**src/hdl/gwm_pkg.sv**
```systemverilog
// Shared types, codes and helpers for the wildcard glob matcher.
`timescale 1ns / 1ps

package gwm_pkg;

    localparam int PATTERN_MAX_DEF = 64;
    localparam int SUBJECT_MAX_DEF = 256;
    localparam int BYTE_W          = 8;

    localparam logic [BYTE_W-1:0] STAR_BYTE = 8'h2A;
    localparam logic [BYTE_W-1:0] ANY_BYTE  = 8'h3F;
    localparam logic [BYTE_W-1:0] UPPER_A   = 8'h41;
    localparam logic [BYTE_W-1:0] UPPER_Z   = 8'h5A;
    localparam logic [BYTE_W-1:0] CASE_GAP  = 8'h20;

    typedef enum logic [1:0] {
        FUNC_PAT  = 2'd0,
        FUNC_SUBJ = 2'd1,
        FUNC_EVAL = 2'd2,
        FUNC_CLR  = 2'd3
    } func_t;

    typedef enum logic {
        ENG_IDLE = 1'b0,
        ENG_STEP = 1'b1
    } eng_state_t;

    typedef struct packed {
        logic busy;
        logic done;
        logic matched;
    } eng_status_t;

    function automatic logic [BYTE_W-1:0] fold_byte(input logic [BYTE_W-1:0] b,
                                                   input logic fold);
        logic [BYTE_W-1:0] r;
        r = b;
        if (fold && (b inside {[UPPER_A:UPPER_Z]}))
        begin
            r = b + CASE_GAP;
        end
        return r;
    endfunction

endpackage

```
**src/hdl/wildcard_glob_matcher.sv**
```systemverilog
// Top level of the wildcard glob matcher: request decode, length tracking, result register.
`timescale 1ns / 1ps

// Holds a wildcard pattern and a subject string, each loaded one byte per request,
// and on an evaluate request returns one result: matched ('*' matches any run,
// '?' any single byte, optional ASCII case folding) and truncated (a store dropped
// bytes since it was last cleared). Append and clear requests produce no result. An
// evaluate with an empty subject is answered without the matcher; any other
// evaluate runs the matcher, which makes one decision per clock because the
// pattern and subject RAMs each deliver one byte per cycle through their single
// read port. A match leaves the idle state and then takes about subject length +
// pattern length steps without backtracking, and at worst about pattern length x
// subject length steps when stars backtrack. Requests are stalled while the
// matcher runs, and an evaluate is also stalled while the previous result has not
// been taken. Evaluate clears the subject and keeps the pattern. Neither store is
// cleared at reset; only their lengths and drop flags are.

module wildcard_glob_matcher
    import gwm_pkg::*;
#(
    parameter int PATTERN_MAX = PATTERN_MAX_DEF,
    parameter int SUBJECT_MAX = SUBJECT_MAX_DEF
)
(
    input  logic              clk,
    input  logic              rst_n,
    input  logic              req_valid,
    output logic              req_stall,
    input  logic [1:0]        func,
    input  logic [BYTE_W-1:0] byte_value,
    input  logic              fold_case,
    output logic              res_valid,
    input  logic              res_stall,
    output logic              matched,
    output logic              truncated
);

    localparam int PLW = $clog2(PATTERN_MAX + 1);
    localparam int SLW = $clog2(SUBJECT_MAX + 1);
    localparam int PAW = (PATTERN_MAX > 1) ? $clog2(PATTERN_MAX) : 1;
    localparam int SAW = (SUBJECT_MAX > 1) ? $clog2(SUBJECT_MAX) : 1;
    localparam logic [PLW-1:0] PAT_FULL  = PLW'(PATTERN_MAX);
    localparam logic [SLW-1:0] SUBJ_FULL = SLW'(SUBJECT_MAX);

    logic [PLW-1:0] pat_len_reg, pat_len_next;
    logic [SLW-1:0] subj_len_reg, subj_len_next;
    logic           pat_ovf_reg, pat_ovf_next;
    logic           subj_ovf_reg, subj_ovf_next;
    logic           res_valid_reg, res_valid_next;
    logic           matched_reg, matched_next;
    logic           trunc_reg, trunc_next;

    logic              req_acc;
    func_t             req_func;
    logic              pat_wr, subj_wr, eng_start;
    logic [PAW-1:0]    pat_rd_addr;
    logic [SAW-1:0]    subj_rd_addr;
    logic [BYTE_W-1:0] pat_rd_data, subj_rd_data;
    eng_status_t       eng_status;

    assign req_func  = func_t'(func);
    // Hold requests while matching; hold an evaluate while the last result waits
    assign req_stall = eng_status.busy || (res_valid_reg && (req_func == FUNC_EVAL));
    assign req_acc   = req_valid && !req_stall;

    assign pat_wr    = req_acc && (req_func == FUNC_PAT) && (pat_len_reg != PAT_FULL);
    assign subj_wr   = req_acc && (req_func == FUNC_SUBJ) && (subj_len_reg != SUBJ_FULL);
    assign eng_start = req_acc && (req_func == FUNC_EVAL) && (subj_len_reg != '0);

    always_comb
    begin
        pat_len_next   = pat_len_reg;
        subj_len_next  = subj_len_reg;
        pat_ovf_next   = pat_ovf_reg;
        subj_ovf_next  = subj_ovf_reg;
        res_valid_next = res_valid_reg && res_stall;
        matched_next   = matched_reg;
        trunc_next     = trunc_reg;

        if (req_acc)
        begin
            case (req_func)
                FUNC_PAT:
                begin
                    if (pat_len_reg != PAT_FULL)
                    begin
                        pat_len_next = pat_len_reg + PLW'(1);
                    end
                    else
                    begin
                        pat_ovf_next = 1'b1;
                    end
                end
                FUNC_SUBJ:
                begin
                    if (subj_len_reg != SUBJ_FULL)
                    begin
                        subj_len_next = subj_len_reg + SLW'(1);
                    end
                    else
                    begin
                        subj_ovf_next = 1'b1;
                    end
                end
                FUNC_EVAL:
                begin
                    // flags as they stood before this evaluate
                    trunc_next    = pat_ovf_reg || subj_ovf_reg;
                    subj_ovf_next = 1'b0;
                    if (subj_len_reg == '0)
                    begin
                        // empty subject never matches: answer at once
                        res_valid_next = 1'b1;
                        matched_next   = 1'b0;
                    end
                end
                FUNC_CLR:
                begin
                    pat_len_next = '0;
                    pat_ovf_next = 1'b0;
                end
                default:
                begin
                    pat_len_next = pat_len_reg;
                end
            endcase
        end

        // matcher finished: publish the result and drop the subject
        if (eng_status.done)
        begin
            res_valid_next = 1'b1;
            matched_next   = eng_status.matched;
            subj_len_next  = '0;
        end
    end

    always_ff @(posedge clk or negedge rst_n)
    begin
        if (!rst_n)
        begin
            pat_len_reg   <= '0;
            subj_len_reg  <= '0;
            pat_ovf_reg   <= 1'b0;
            subj_ovf_reg  <= 1'b0;
            res_valid_reg <= 1'b0;
        end
        else
        begin
            pat_len_reg   <= pat_len_next;
            subj_len_reg  <= subj_len_next;
            pat_ovf_reg   <= pat_ovf_next;
            subj_ovf_reg  <= subj_ovf_next;
            res_valid_reg <= res_valid_next;
        end
    end

    always_ff @(posedge clk)
    begin
        matched_reg <= matched_next;
        trunc_reg   <= trunc_next;
    end

    assign res_valid = res_valid_reg;
    assign matched   = matched_reg;
    assign truncated = trunc_reg;

    gwm_ram #(
        .DEPTH (PATTERN_MAX),
        .AW    (PAW)
    ) u_pat_ram (
        .clk     (clk),
        .wr_en   (pat_wr),
        .wr_addr (pat_len_reg[PAW-1:0]),
        .wr_data (byte_value),
        .rd_addr (pat_rd_addr),
        .rd_data (pat_rd_data)
    );

    gwm_ram #(
        .DEPTH (SUBJECT_MAX),
        .AW    (SAW)
    ) u_subj_ram (
        .clk     (clk),
        .wr_en   (subj_wr),
        .wr_addr (subj_len_reg[SAW-1:0]),
        .wr_data (byte_value),
        .rd_addr (subj_rd_addr),
        .rd_data (subj_rd_data)
    );

    gwm_engine #(
        .PATTERN_MAX (PATTERN_MAX),
        .SUBJECT_MAX (SUBJECT_MAX),
        .PLW         (PLW),
        .SLW         (SLW),
        .PAW         (PAW),
        .SAW         (SAW)
    ) u_engine (
        .clk          (clk),
        .rst_n        (rst_n),
        .start        (eng_start),
        .fold_in      (fold_case),
        .pat_len      (pat_len_reg),
        .subj_len     (subj_len_reg),
        .pat_rd_data  (pat_rd_data),
        .subj_rd_data (subj_rd_data),
        .pat_rd_addr  (pat_rd_addr),
        .subj_rd_addr (subj_rd_addr),
        .status       (eng_status)
    );

    // No request may touch the stores while the matcher walks them
    a_no_req_while_busy: assert property (@(posedge clk) disable iff (!rst_n)
        eng_status.busy |-> !req_acc)
        else $error("request accepted while matcher busy");

    // The result register is free whenever the matcher finishes
    a_res_free_on_done: assert property (@(posedge clk) disable iff (!rst_n)
        eng_status.done |-> !res_valid_reg)
        else $error("matcher finished over a pending result");

    // A started evaluate occupies the matcher on the next cycle
    a_start_busy: assert property (@(posedge clk) disable iff (!rst_n)
        eng_start |=> eng_status.busy)
        else $error("matcher did not start");

    // Every new result leaves the subject empty
    a_subject_cleared: assert property (@(posedge clk) disable iff (!rst_n)
        $rose(res_valid_reg) |-> (subj_len_reg == '0))
        else $error("subject not cleared after evaluate");

endmodule

```
**src/hdl/gwm_ram.sv**
```systemverilog
// Byte-wide synchronous RAM, one write port and one registered read port.
`timescale 1ns / 1ps

module gwm_ram
    import gwm_pkg::*;
#(
    parameter int DEPTH = SUBJECT_MAX_DEF,
    parameter int AW    = (DEPTH > 1) ? $clog2(DEPTH) : 1
)
(
    input  logic              clk,
    input  logic              wr_en,
    input  logic [AW-1:0]     wr_addr,
    input  logic [BYTE_W-1:0] wr_data,
    input  logic [AW-1:0]     rd_addr,
    output logic [BYTE_W-1:0] rd_data
);

    logic [BYTE_W-1:0] mem [DEPTH];

    always_ff @(posedge clk)
    begin
        if (wr_en)
        begin
            mem[wr_addr] <= wr_data;
        end
    end

    always_ff @(posedge clk)
    begin
        rd_data <= mem[rd_addr];
    end

endmodule

```
**src/hdl/gwm_engine.sv**
```systemverilog
// Match sequencer: walks pattern and subject stores one step per cycle.
`timescale 1ns / 1ps

module gwm_engine
    import gwm_pkg::*;
#(
    parameter int PATTERN_MAX = PATTERN_MAX_DEF,
    parameter int SUBJECT_MAX = SUBJECT_MAX_DEF,
    parameter int PLW = $clog2(PATTERN_MAX + 1),
    parameter int SLW = $clog2(SUBJECT_MAX + 1),
    parameter int PAW = (PATTERN_MAX > 1) ? $clog2(PATTERN_MAX) : 1,
    parameter int SAW = (SUBJECT_MAX > 1) ? $clog2(SUBJECT_MAX) : 1
)
(
    input  logic              clk,
    input  logic              rst_n,
    input  logic              start,
    input  logic              fold_in,
    input  logic [PLW-1:0]    pat_len,
    input  logic [SLW-1:0]    subj_len,
    input  logic [BYTE_W-1:0] pat_rd_data,
    input  logic [BYTE_W-1:0] subj_rd_data,
    output logic [PAW-1:0]    pat_rd_addr,
    output logic [SAW-1:0]    subj_rd_addr,
    output eng_status_t       status
);

    eng_state_t state_reg, state_next;

    logic [PLW-1:0] p_reg, p_next, star_p_reg, star_p_next, p_inc;
    logic [SLW-1:0] s_reg, s_next, star_s_reg, star_s_next, s_inc;
    logic           have_reg, have_next;
    logic           fold_reg, fold_next;
    logic           fin, fin_match;
    logic           p_lt, s_lt, is_star, byte_ok;

    assign p_lt    = p_reg < pat_len;
    assign s_lt    = s_reg < subj_len;
    assign is_star = p_lt && (pat_rd_data == STAR_BYTE);
    assign byte_ok = p_lt && ((pat_rd_data == ANY_BYTE) ||
                     (fold_byte(pat_rd_data, fold_reg) == fold_byte(subj_rd_data, fold_reg)));
    assign p_inc   = p_reg + PLW'(1);
    assign s_inc   = s_reg + SLW'(1);

    // Step datapath: one decision of the greedy matcher per cycle
    always_comb
    begin
        p_next      = p_reg;
        s_next      = s_reg;
        star_p_next = star_p_reg;
        star_s_next = star_s_reg;
        have_next   = have_reg;
        fold_next   = fold_reg;
        fin         = 1'b0;
        fin_match   = 1'b0;
        case (state_reg)
            ENG_IDLE:
            begin
                p_next    = '0;
                s_next    = '0;
                have_next = 1'b0;
                fold_next = fold_in;
            end
            ENG_STEP:
            begin
                if (!s_lt)
                begin
                    // subject used up: skip trailing stars
                    if (is_star)
                    begin
                        p_next = p_inc;
                    end
                    else
                    begin
                        fin       = 1'b1;
                        fin_match = !p_lt;
                    end
                end
                else if (is_star)
                begin
                    p_next = p_inc;
                    if (p_inc >= pat_len)
                    begin
                        fin       = 1'b1;
                        fin_match = 1'b1;
                    end
                    else
                    begin
                        star_p_next = p_inc;
                        star_s_next = s_inc;
                        have_next   = 1'b1;
                    end
                end
                else if (byte_ok)
                begin
                    p_next = p_inc;
                    s_next = s_inc;
                end
                else if (!have_reg)
                begin
                    fin = 1'b1;
                end
                else
                begin
                    // backtrack to the last star, let it swallow one more byte
                    p_next      = star_p_reg;
                    s_next      = star_s_reg;
                    star_s_next = star_s_reg + SLW'(1);
                end
            end
            default:
            begin
                fin = 1'b0;
            end
        endcase
    end

    always_comb
    begin
        state_next = state_reg;
        case (state_reg)
            ENG_IDLE:
            begin
                if (start)
                begin
                    state_next = ENG_STEP;
                end
            end
            ENG_STEP:
            begin
                if (fin)
                begin
                    state_next = ENG_IDLE;
                end
            end
            default:
            begin
                state_next = ENG_IDLE;
            end
        endcase
    end

    always_comb
    begin
        status.busy    = 1'b0;
        status.done    = 1'b0;
        status.matched = 1'b0;
        case (state_reg)
            ENG_IDLE:
            begin
                status.busy = 1'b0;
            end
            ENG_STEP:
            begin
                status.busy    = 1'b1;
                status.done    = fin;
                status.matched = fin_match;
            end
            default:
            begin
                status.busy = 1'b0;
            end
        endcase
    end

    // Read next step's bytes so they land with the next decision
    assign pat_rd_addr  = p_next[PAW-1:0];
    assign subj_rd_addr = s_next[SAW-1:0];

    always_ff @(posedge clk or negedge rst_n)
    begin
        if (!rst_n)
        begin
            state_reg <= ENG_IDLE;
        end
        else
        begin
            state_reg <= state_next;
        end
    end

    always_ff @(posedge clk)
    begin
        p_reg      <= p_next;
        s_reg      <= s_next;
        star_p_reg <= star_p_next;
        star_s_reg <= star_s_next;
        have_reg   <= have_next;
        fold_reg   <= fold_next;
    end

endmodule

```
**config.mk**
```make
export PLATFORM = sky130hd
export DESIGN_NAME = wildcard_glob_matcher
export DESIGN_NICKNAME = d
export VERILOG_FILES = /design/src/hdl/gwm_pkg.sv /design/src/hdl/wildcard_glob_matcher.sv /design/src/hdl/gwm_ram.sv /design/src/hdl/gwm_engine.sv
export SDC_FILE = /design/constraint.sdc
export NUM_CORES = 2
export LEC_CHECK = 0
export BUFFER_PORTS_ARGS = -buffer_cell sky130_fd_sc_hd__buf_2
export CAP_MARGIN = 20
export CORE_MARGIN = 3
export CORE_UTILIZATION = 55
export CTS_CLUSTER_SIZE = 10
export DETAILED_ROUTE_END_ITERATION = 6
export PLACE_DENSITY_LB_ADDON = 0.1
export SYNTH_ARGS = -nofsm -noshare
export SYNTH_HDL_FRONTEND = slang
export SYNTH_SLANG_ARGS = --single-unit
```
**constraint.sdc**
```tcl
create_clock -name clk -period 7.9 [get_ports clk]
set_input_delay 0.395 -clock clk [delete_from_list [all_inputs] [get_ports clk]]
set_output_delay 0.395 -clock clk [all_outputs]
set_load 0.05 [all_outputs]
```
==> impl_metrics.ini <==
[synthesis]
synth.top_cell.area_share_pct = 73.35
synth_fp_nets = 7674
ys_ff_latch = 2632
synthTopCellsByArea = edfxtp_1, nand2_1, nand3_1, mux4_2, nor2_1
synth.distinct_cells = 83
synth_seq_area_share_pct = 74.39
yosysWarnings = 0
netlist_area_um2 = 105700
synth_edf_count = 2582
syn_avg_cell_area_um2 = 13.86
async_flop_share_pct = 0.7599
yosys.area.top_type = edfxtp_1
synth-main-ff-cell = edfxtp_1
synth_cells = 7626

[hold_path]
hold_path.class = input pin to register
hp-start = req_valid
hold_end = subj_ovf_reg
hold_depth = 3

[cts]
root_buffer = clkbuf_16
cts_buffers = 316
clk_pin_slew_ns = 0.06
cts_tree = yes
clock_latency_ns = 0.93
htreeDepth = 5
clock_path_buffers = 4
clock_sinks = 2632

[run]
maxCapViolations = 0

[sta]
fmax_mhz = 138.6
period_minus_slack_ns = 7.215
final.setup.tns_ns = 0
slew_headroom_pct = 15.84
finClkSkew_ns = 0.05590
hold_viol = 0
rsz0062_at_grt = false
drv_slew = 0
worst_pin_slew_ns = 1.251
fin_crit_sh_pct = 91.33
setup_viol = 0

[route]
vias = 64950
met2WireLength_um = 132000
vias_per_cell = 6.341
wl_um = 283700
top_layer = met5
wl_met3_um = 25490
ant_nets = 0
drt-initial-drc-count = 7841
drc = 0
dr.pass1.iters = 6
m1WireLength_um = 116200
wl_per_cell_um = 27.69

[worst_setup_path]
cpMostUsedCell = nor4_1
ff2ff_path_depth = 16
arrival_ns = 7.89
critPathSlowestCell = nor4_1
path_buf_inv = 3
r2r_slack_ns = 0.69
r2r-end = u_subj_ram.rd_data[4]
crit_family = compound AO/OA/AOI/OAI gates
worst-setup-path-type = register to register
required_ns = 8.58
reg2reg_from = pat_len_reg[2]
max_stage_delay_ns = 1.00
cp_max_fo = 176
setup.worst_path.end_class = register
path_cells = clkinv_1, ha_1, o21ai_0, a21oi_1, o21a_1, nor2_1, nand3_1, o22ai_1, a221o_4, buf_12, buf_4, a311oi_1, a31oi_1, o2111ai_1, nor4_1, nor4_1
startpoint_type = register
cp-startpoint = pat_len_reg[2]

[cells_and_area]
nets = 7689
drive_gt1_share_pct = 8.803
nFillCells = 14380
multi_input_area_um2 = 24810
regArea_um2 = 78640
largest_register_ffs = 2048
top_regs = u_subj_ram.mem (2048), u_pat_ram.mem (512)
area_growth_pct = 10.62
top_register = u_subj_ram.mem

[power_and_ir_drop]
ir_drop_v = 0.0003673
power_leakage_nw = 38.88
power.total_mw = 38.90
power_density_nw_per_um2 = 332.7

[placement]
numPortBuffers = 18
routabilityCongestion = 0.8890
post-dp-hpwl_um = 165000

[floorplanning]
die_w_um = 444.4
ios = 19
core_area_um2 = 190600
die_height_um = 444.4
initial_core_util_pct = 55.46
dieArea_um2 = 197500
rows = 160

[run_status]
outcome = completed

[global_routing]
grtUsageTotal_pct = 28.43
grt_max_degree = 177
grt_pass1_wl_um = 418600
antenna_found_initial = 9
grt_pass1_vias = 61930
grt-ovfl-total = 0
worst max path at each step:
stage,to,depth (start not counted),slack (ns)
after floorplan,u_subj_ram.rd_data[5],20,3.59
final,u_subj_ram.rd_data[4],16,0.69
after CTS,u_subj_ram.rd_data[4],19,0.98
after detailed placement,u_subj_ram.rd_data[4],19,1.07
after global routing,u_subj_ram.rd_data[4],16,0.60
after global placement,u_subj_ram.rd_data[3],17,0.49
cell type report:
class	count	share of cell area (%)
Tap cell	2511	2.687
Inverter	41	0.1691
Multi-Input combinational cell	4475	21.21
Clock buffer	392	7.151
Sequential cell	2632	67.25
Clock inverter	10	0.09737
Timing Repair Buffer	175	1.420
Antenna cell	6	0.01284
synthesized netlist by cell type (9+ instances only):
library cell,n
dfrtp_1,20
nand2b_1,9
clkbuf_1,243
nor4_1,38
or3_1,9
a21oi_1,110
buf_6,14
or4_1,14
nand2_1,1966
o21ai_0,27
a221oi_1,11
a32o_1,24
nor3_1,30
a32oi_1,57
a211oi_1,14
a22o_1,9
buf_2,152
xnor2_1,29
o22ai_1,55
dfxtp_1,30
mux2i_1,88
xor2_1,12
nand4_1,66
edfxtp_1,2582
o2111ai_1,19
mux4_2,134
inv_1,34
and3_1,123
buf_4,33
a41oi_1,9
a22oi_1,26
ha_1,33
nand3_1,787
a311oi_1,123
nor2_1,412
a31oi_1,141
o211ai_1,22
buf_1,28
cells by family (layout without fill, tap and decap cells):
family	count (synthesis)	count (layout)	synth area share [%]
AOI/OAI and AO/OA	697	697	4.790
xor gates and xnor gates	41	41	0.3397
adders and majority gates	33	33	0.3906
buffers and inverters	519	618	2.334
DFF	2632	2632	74.39
muxes	222	222	3.688
other	0	6	0
and+or+nand+nor	3482	3482	14.06
power by group:
part           internal, mW  leakage (nW)  switching [mW]
Sequential             15.5          23.7           0.192
Clock                  7.35          4.13            5.18
Combinational          3.27          11.0            7.42
stage by stage:
| step | instances | area [um2] | setup slack [ns] | util (%) | hold slack [ns] |
|---|---|---|---|---|---|
| 2_1_floorplan | 7626 | 105700 | 3.585 | - | 0.09941 |
| 3_3_place_gp | 9802 | 108100 | 0.4928 | 56.71 | 0.4187 |
| 3_5_place_dp | 9813 | 108200 | 1.072 | 56.78 | 0.4219 |
| 4_1_cts | 10230 | 116900 | 0.9820 | 61.32 | 0.03689 |
| 5_1_grt | 10240 | 116900 | 0.5951 | 61.35 | 0.07976 |
| 6_report | 10240 | 116900 | 0.6852 | 61.35 | 0.06411 |
per-layer routing:
layer | vias up | GRT usage, %
met3 | 584 | 4.848
met1 | 32680 | 41.57
met4 | 6 | 10.05
li1 | 28500 | -
met5 | - | 0
met2 | 3180 | 43.63
cells in the final DEF, fill, tap and decap left out, types with 55 or more instances in the layout:
cell	count
nand2_1	1965
buf_4	109
and3_1	123
mux2i_1	88
nor2_1	412
clkbuf_16	323
o22ai_1	55
a21oi_1	110
a311oi_1	123
edfxtp_1	2582
nand3_1	773
nand4_1	66
clkbuf_1	67
mux4_2	134
a32oi_1	57
a31oi_1	141
tightest hold or removal path, cell delays in order:
cell     delay (ns)
buf_2          0.12
nor3b_1        0.22
o22ai_1        0.18
repair_timing:
| action | in CTS | in global routing |
|---|---|---|
| buffers inserted | 0 | 0 |
| hold buffers | 16 | 0 |
| hold endpoints to repair | 288 | 0 |
| resized for setup | 0 | 0 |
(Power assumes the default switching activity.)
